$ cat src/v3mu_pkg.sv
// ----------------------------------------------------------------------------
// v3mu_pkg
// Shared widths, opcodes and request/response types for the vector math unit.
// ----------------------------------------------------------------------------
`default_nettype none

package v3mu_pkg;

    localparam int CW  = 32;
    localparam int FB  = 16;
    localparam int OW  = CW + 1;
    localparam int PW  = 2 * OW;
    localparam int SQW = 2 * OW;
    localparam int RW  = OW;
    localparam int WW  = PW + 2;
    localparam int DVW = CW + FB;

    typedef enum logic [3:0] {
        OP_ADD   = 4'd0,
        OP_SUB   = 4'd1,
        OP_MUL   = 4'd2,
        OP_DIV   = 4'd3,
        OP_DOT   = 4'd4,
        OP_CROSS = 4'd5,
        OP_MAG   = 4'd6,
        OP_DIST  = 4'd7,
        OP_NORM  = 4'd8,
        OP_SDIV  = 4'd9,
        OP_CMP   = 4'd10
    } t_op;

    typedef logic signed [CW-1:0] t_comp;

    typedef struct packed {
        logic [3:0] opcode;
        t_comp      a_x;
        t_comp      a_y;
        t_comp      a_z;
        t_comp      b_x;
        t_comp      b_y;
        t_comp      b_z;
    } t_req;

    typedef struct packed {
        t_comp r_x;
        t_comp r_y;
        t_comp r_z;
        t_comp r_scalar;
        logic  vec_equal;
        logic  mag_less;
        logic  mag_equal;
        logic  saturated;
    } t_rsp;

    typedef struct packed {
        logic [3:0] op;
        t_comp      a_s;
        t_comp      b_s;
        t_comp      a_n;
        t_comp      b_n;
        t_comp      a_nn;
        t_comp      b_nn;
    } t_lane_in;

    typedef struct packed {
        logic [3:0]  op;
        t_comp [2:0] a;
        t_comp [2:0] b;
        t_comp [2:0] r;
        t_comp       s;
        logic        eq;
        logic        lt;
        logic        me;
        logic        sat;
        logic        mzero;
    } t_side;

endpackage

`default_nettype wire

$ cat src/v3mu_isqrt.sv
// ----------------------------------------------------------------------------
// v3mu_isqrt
// Pipelined integer square root, one root bit per stage.
// ----------------------------------------------------------------------------
`default_nettype none

module v3mu_isqrt (
    input  logic                          i_clk,
    input  logic                          i_en,
    input  logic [v3mu_pkg::SQW-1:0]      i_rad,
    output logic [v3mu_pkg::RW-1:0]       o_root
);

    localparam int RW  = v3mu_pkg::RW;
    localparam int SQW = v3mu_pkg::SQW;
    localparam int RMW = RW + 3;

    logic [RMW-1:0] r_rem  [RW];
    logic [RW-1:0]  r_root [RW];
    logic [SQW-1:0] r_rad  [RW];
    logic [RMW-1:0] n_rem  [RW];
    logic [RW-1:0]  n_root [RW];
    logic [SQW-1:0] n_rad  [RW];
    logic [RMW-1:0] s_rem  [RW];
    logic [RW-1:0]  s_root [RW];
    logic [SQW-1:0] s_rad  [RW];
    logic [RMW-1:0] sh     [RW];
    logic [RMW-1:0] trial  [RW];

    always_comb begin
        s_rem[0]  = '0;
        s_root[0] = '0;
        s_rad[0]  = i_rad;
        for (int i = 1; i < RW; i++) begin
            s_rem[i]  = r_rem[i-1];
            s_root[i] = r_root[i-1];
            s_rad[i]  = r_rad[i-1];
        end
        for (int i = 0; i < RW; i++) begin
            sh[i]    = {s_rem[i][RMW-3:0], s_rad[i][SQW-1 -: 2]};
            trial[i] = {1'b0, s_root[i], 2'b01};
            if (sh[i] >= trial[i]) begin
                n_rem[i]  = sh[i] - trial[i];
                n_root[i] = {s_root[i][RW-2:0], 1'b1};
            end else begin
                n_rem[i]  = sh[i];
                n_root[i] = {s_root[i][RW-2:0], 1'b0};
            end
            n_rad[i] = {s_rad[i][SQW-3:0], 2'b00};
        end
    end

    always_ff @(posedge i_clk) begin
        if (i_en) begin
            for (int i = 0; i < RW; i++) begin
                r_rem[i]  <= n_rem[i];
                r_root[i] <= n_root[i];
                r_rad[i]  <= n_rad[i];
            end
        end
    end

    assign o_root = r_root[RW-1];

endmodule

`default_nettype wire

$ cat config.mk
export PLATFORM = sky130hd
export DESIGN_NAME = v3mu_isqrt
export DESIGN_NICKNAME = d
export VERILOG_FILES = /design/src/v3mu_pkg.sv /design/src/v3mu_isqrt.sv
export SDC_FILE = /design/constraint.sdc
export NUM_CORES = 2
export LEC_CHECK = 0
export BUFFER_PORTS_ARGS = -buffer_cell sky130_fd_sc_hd__buf_2
export CORE_ASPECT_RATIO = 0.5
export CORE_MARGIN = 8
export CORE_UTILIZATION = 60
export DETAILED_ROUTE_END_ITERATION = 16
export PLACE_DENSITY = 0.76
export RECOVER_POWER = 50
export SYNTH_ARGS = -nofsm -noshare
export SYNTH_HDL_FRONTEND = slang
export SYNTH_MEMORY_MAX_BITS = 65536
export SYNTH_SLANG_ARGS = --single-unit
$ cat constraint.sdc
create_clock -name i_clk -period 4.6 [get_ports i_clk]
set_input_delay 0.23 -clock i_clk [delete_from_list [all_inputs] [get_ports i_clk]]
set_output_delay 0.23 -clock i_clk [all_outputs]
set_load 0.02 [all_outputs]
==> impl_results.md <==
- Final WL: 223.7 mm
- Synth Register Bits: 2654
- Slew HR: -1.337
- PwrDens: 484.4 nW/um2
- Critical Path, Cell by Cell: or4_1 > or3_1 > nor3_1 > nand2b_1 > or3_1 > or4_1 > or4_1 > o211ai_1 > nor3_1 > xor2_1
- Setup crit end kind: flip-flop
- Fin. Hold Viols: 0
- Fin. max-slew vios: between 70 and 80
- RSZ-0062 raised after global routing: no
- Gpl congestion: between 0.9 and 1
- Nets: around 10k
- Worst-Margin Slew: between 3000 and 4000 ps
- Post-DRT Antenna Nets: 0
- Slowest stage delay, CP: about 700 ps
- Final Setup Violations: 0
- Area delta synth->final: 10.16%
- WHS Path Cells: 2
- R2R setup slack: roughly 330 ps
- DRC violations left: 0
- Vias per inst: 5.647
- # H-tree levels: 4
- Iter 0 DRT Violations: roughly 5.0k
- Die Span Y: roughly 340 um
- WP data arrival: 4880 ps
- Minimum clock period: ~4300 ps
- All-Layer GR Usage: 0.1991
- Crit share post-route: 0.9278
- Post-Synthesis Cells: between 9k and 10k
- Die X: 654.9 um
- Critical Path Most Common Cell: or4_1
- Hold Path Class: input pin to flip-flop
- CP Class: flip-flop to flip-flop
- Setup ws final: roughly 330 ps
- Die area: approximately 220000 um2
- FMAX: 234.3 MHz
- Sequential area share after synthesis: 0.6508
- Skew final: 53.91 ps
- Worst r2r path cells: 10
- Port Buffers: 100
- Clk Latency, worst-skew pair: 890 ps
- Router iterations before antenna repair: 9
- CP max FO: 7
- First-pass GRT wire length: between 300 and 400 mm
- RR Startpoint: r_rem[0][269]
- Worst EP required: approximately 5200 ps
- DP Wirelength: approximately 160 mm
- Initial antenna violation count: 0
- WL/cell: between 15 and 20 um
- TritonCTS Buffers: around 230
- Number of synthesized flops with an enable pin: approximately 2.7k
- Ys async rst share: 0
- Setup bufs post-CTS: 0
- Vias in the first global route: 70.33k
- Slowest-stage cell, CP: or4_1
- Core outline area: ~200000 um2
- Yosys warning count: 0
- Syn Nets: 10.09k
- LEAKAGE: about 52 nW
- Mapped cell area: 122500 um2
- Syn Area/Cell: roughly 13 um2
- Post-place setup slack: 445.3 ps
- Crit start category: flip-flop
- Hold Path Sink: r_rad[0][19]
- Root Buffer: clkbuf_16
- Main flop type after synthesis: edfxtp_1
- Hold path startpoint: i_rad[19]
- MaxCap Viol Count: 1
- # clock sinks: around 2.7k
- Row count: 117
- ANT cells: 0
- Setup TNS: 0 ps
- Number of top-level pins: 101
- Status: complete, but fails checks
- Pin count of the biggest net entering global routing: about 160
- CTS tree: done
- GR Overflow Total: 0
- Synth cell types: 80
- Vias: 71.68k
- Total power: between 0.06 and 0.07 W
- Worst VDD drop: approximately 380 uV
- Layout cells sized above 1: 0.06639
- Crit Reg-Reg Endpoint: r_rem[0][311]
- Failing checks: max-capacitance violations, max-slew violations
- Clk pin slew, worst setup/hold paths: about 70 ps
- Max Buffers Root-to-Sink: 4
- Initial Util: 0.6027
## cell usage in the layout, fill, tap and decap left out, drive strengths merged, types with 148 or more instances in the layout
cell / netlist / layout
edfxtp: 2654 / 2654
inv: 762 / 770
nand2: 694 / 694
ha: 596 / 596
a21oi: 568 / 568
nor2: 552 / 552
o21ai: 538 / 538
xor2: 446 / 446
xnor2: 420 / 420
clkbuf: 159 / 286
nor3: 246 / 246
a21o: 232 / 232
buf: 7 / 178
nand3: 148 / 148
## kinds of logic (layout without fill, tap and decap cells)
| family | Yosys count | count (layout) | synth area share |
|---|---|---|---|
| DFF | 2654 | 2654 | 0.6508 |
| and+or+nand+nor | 2424 | 2424 | 0.09655 |
| AOI/OAI and AO/OA | 1882 | 1882 | 0.09433 |
| buffers and inverters | 929 | 1456 | 0.02851 |
| xor gates and xnor gates | 866 | 866 | 0.06193 |
| adders and majority gates | 596 | 596 | 0.06089 |
| muxes | 77 | 77 | 0.006978 |
| other | 1 | 1 | 0.00003062 |
## report_power, final
part	leakage, nW	switching, W	internal (W)
Combinational	22.5	0.00797	0.00599
Clock	3.48	0.00847	0.0104
Sequential	25.5	0.00188	0.0307
Total	51.6	0.0183	0.0470
## state kept, by name, indices dropped and copies added (netlist names)
register and count:
r_root 561, r_rad 1056, r_rem 1037
## worst max path at each step
stage,from,cells after the start,endpoint
2_1_floorplan,r_rem[0][412],11,r_rem[0][451]
3_3_place_gp,r_rem[0][269],10,r_rem[0][303]
3_5_place_dp,r_rem[0][269],10,r_rem[0][303]
4_1_cts,r_rem[0][269],10,r_rem[0][303]
5_1_grt,i_en,3,r_rad[0][497]
6_report,r_rem[0][269],10,r_rem[0][311]
## worst max-delay path: cells and delay by family, from the launching register on
kind,cells,cell delay (ps)
xor+xnor,1,160
flops,1,430
simple gates,8,2970
compound gates,1,440
## area by class of cell
class,count,area [um2]
Clock buffer,263,5837
Clock inverter,140,1345
Fill cell,14504,68280
Inverter,763,2864
Multi-Input combinational cell,5846,39380
Sequential cell,2654,79700
Tap cell,2737,3425
Timing Repair Buffer,290,2362
## cell usage after synthesis (9+ instances only)
library cell | number | area share
edfxtp_1 | 2654 | 0.65
inv_1 | 761 | 0.023
nand2_1 | 694 | 0.021
ha_1 | 596 | 0.061
a21oi_1 | 568 | 0.023
nor2_1 | 551 | 0.017
o21ai_0 | 536 | 0.022
xor2_1 | 446 | 0.032
xnor2_1 | 420 | 0.030
nor3_1 | 245 | 0.010
a21o_1 | 232 | 0.014
clkbuf_1 | 159 | 0.0049
nand3_1 | 148 | 0.0060
nor4_1 | 113 | 0.0058
nand2b_1 | 112 | 0.0057
o21a_1 | 112 | 0.0069
or3_1 | 108 | 0.0055
nand4_1 | 105 | 0.0054
nor2b_1 | 74 | 0.0038
mux2_2 | 67 | 0.0062
o31ai_1 | 67 | 0.0041
or4_1 | 61 | 0.0037
o21bai_1 | 60 | 0.0037
and3_1 | 55 | 0.0028
or2_2 | 45 | 0.0023
a211oi_1 | 40 | 0.0025
a31oi_1 | 38 | 0.0019
and2_1 | 33 | 0.0017
o211ai_1 | 31 | 0.0019
a21boi_0 | 26 | 0.0016
a2111oi_0 | 25 | 0.0018
nand3b_1 | 18 | 0.0011
and4_1 | 17 | 0.0012
a211o_1 | 15 | 0.0011
a31o_2 | 15 | 0.0011
o31a_1 | 13 | 0.00093
o41ai_1 | 13 | 0.00093
nand4b_1 | 11 | 0.00079
nor4b_1 | 11 | 0.00079
o2111ai_1 | 11 | 0.00079
o311ai_0 | 11 | 0.00079
mux2i_1 | 10 | 0.00082
o22ai_1 | 9 | 0.00046
## layer usage
layer | routed length (um) | GRT usage | vias to the layer above
met5 | 0 | 0 | -
met4 | 11190 | 0.09259 | 0
met3 | 8979 | 0.02721 | 557
met2 | 112700 | 0.3600 | 1594
met1 | 90790 | 0.2363 | 34033
li1 | - | - | 35497
## stage by stage
step / hold slack (ps) / instance area (um2) / utilization / cells
6_report: 68.07 / 134900 / 0.6640 / 12693
4_1_cts: 0.3827 / 135000 / 0.6645 / 12693
2_1_floorplan: 328.9 / 122500 / - / 9429
3_3_place_gp: 400.3 / 126900 / 0.6247 / 12201
5_1_grt: 7.798 / 134900 / 0.6640 / 12693
3_5_place_dp: 404.5 / 126900 / 0.6247 / 12201
## what timing repair did
action / in CTS / in global routing
resized for setup: 0 / 0
hold buffers: 89 / 0
hold endpoints to repair: 80 / 0
Note: power is estimated with default switching activity, not from simulation.
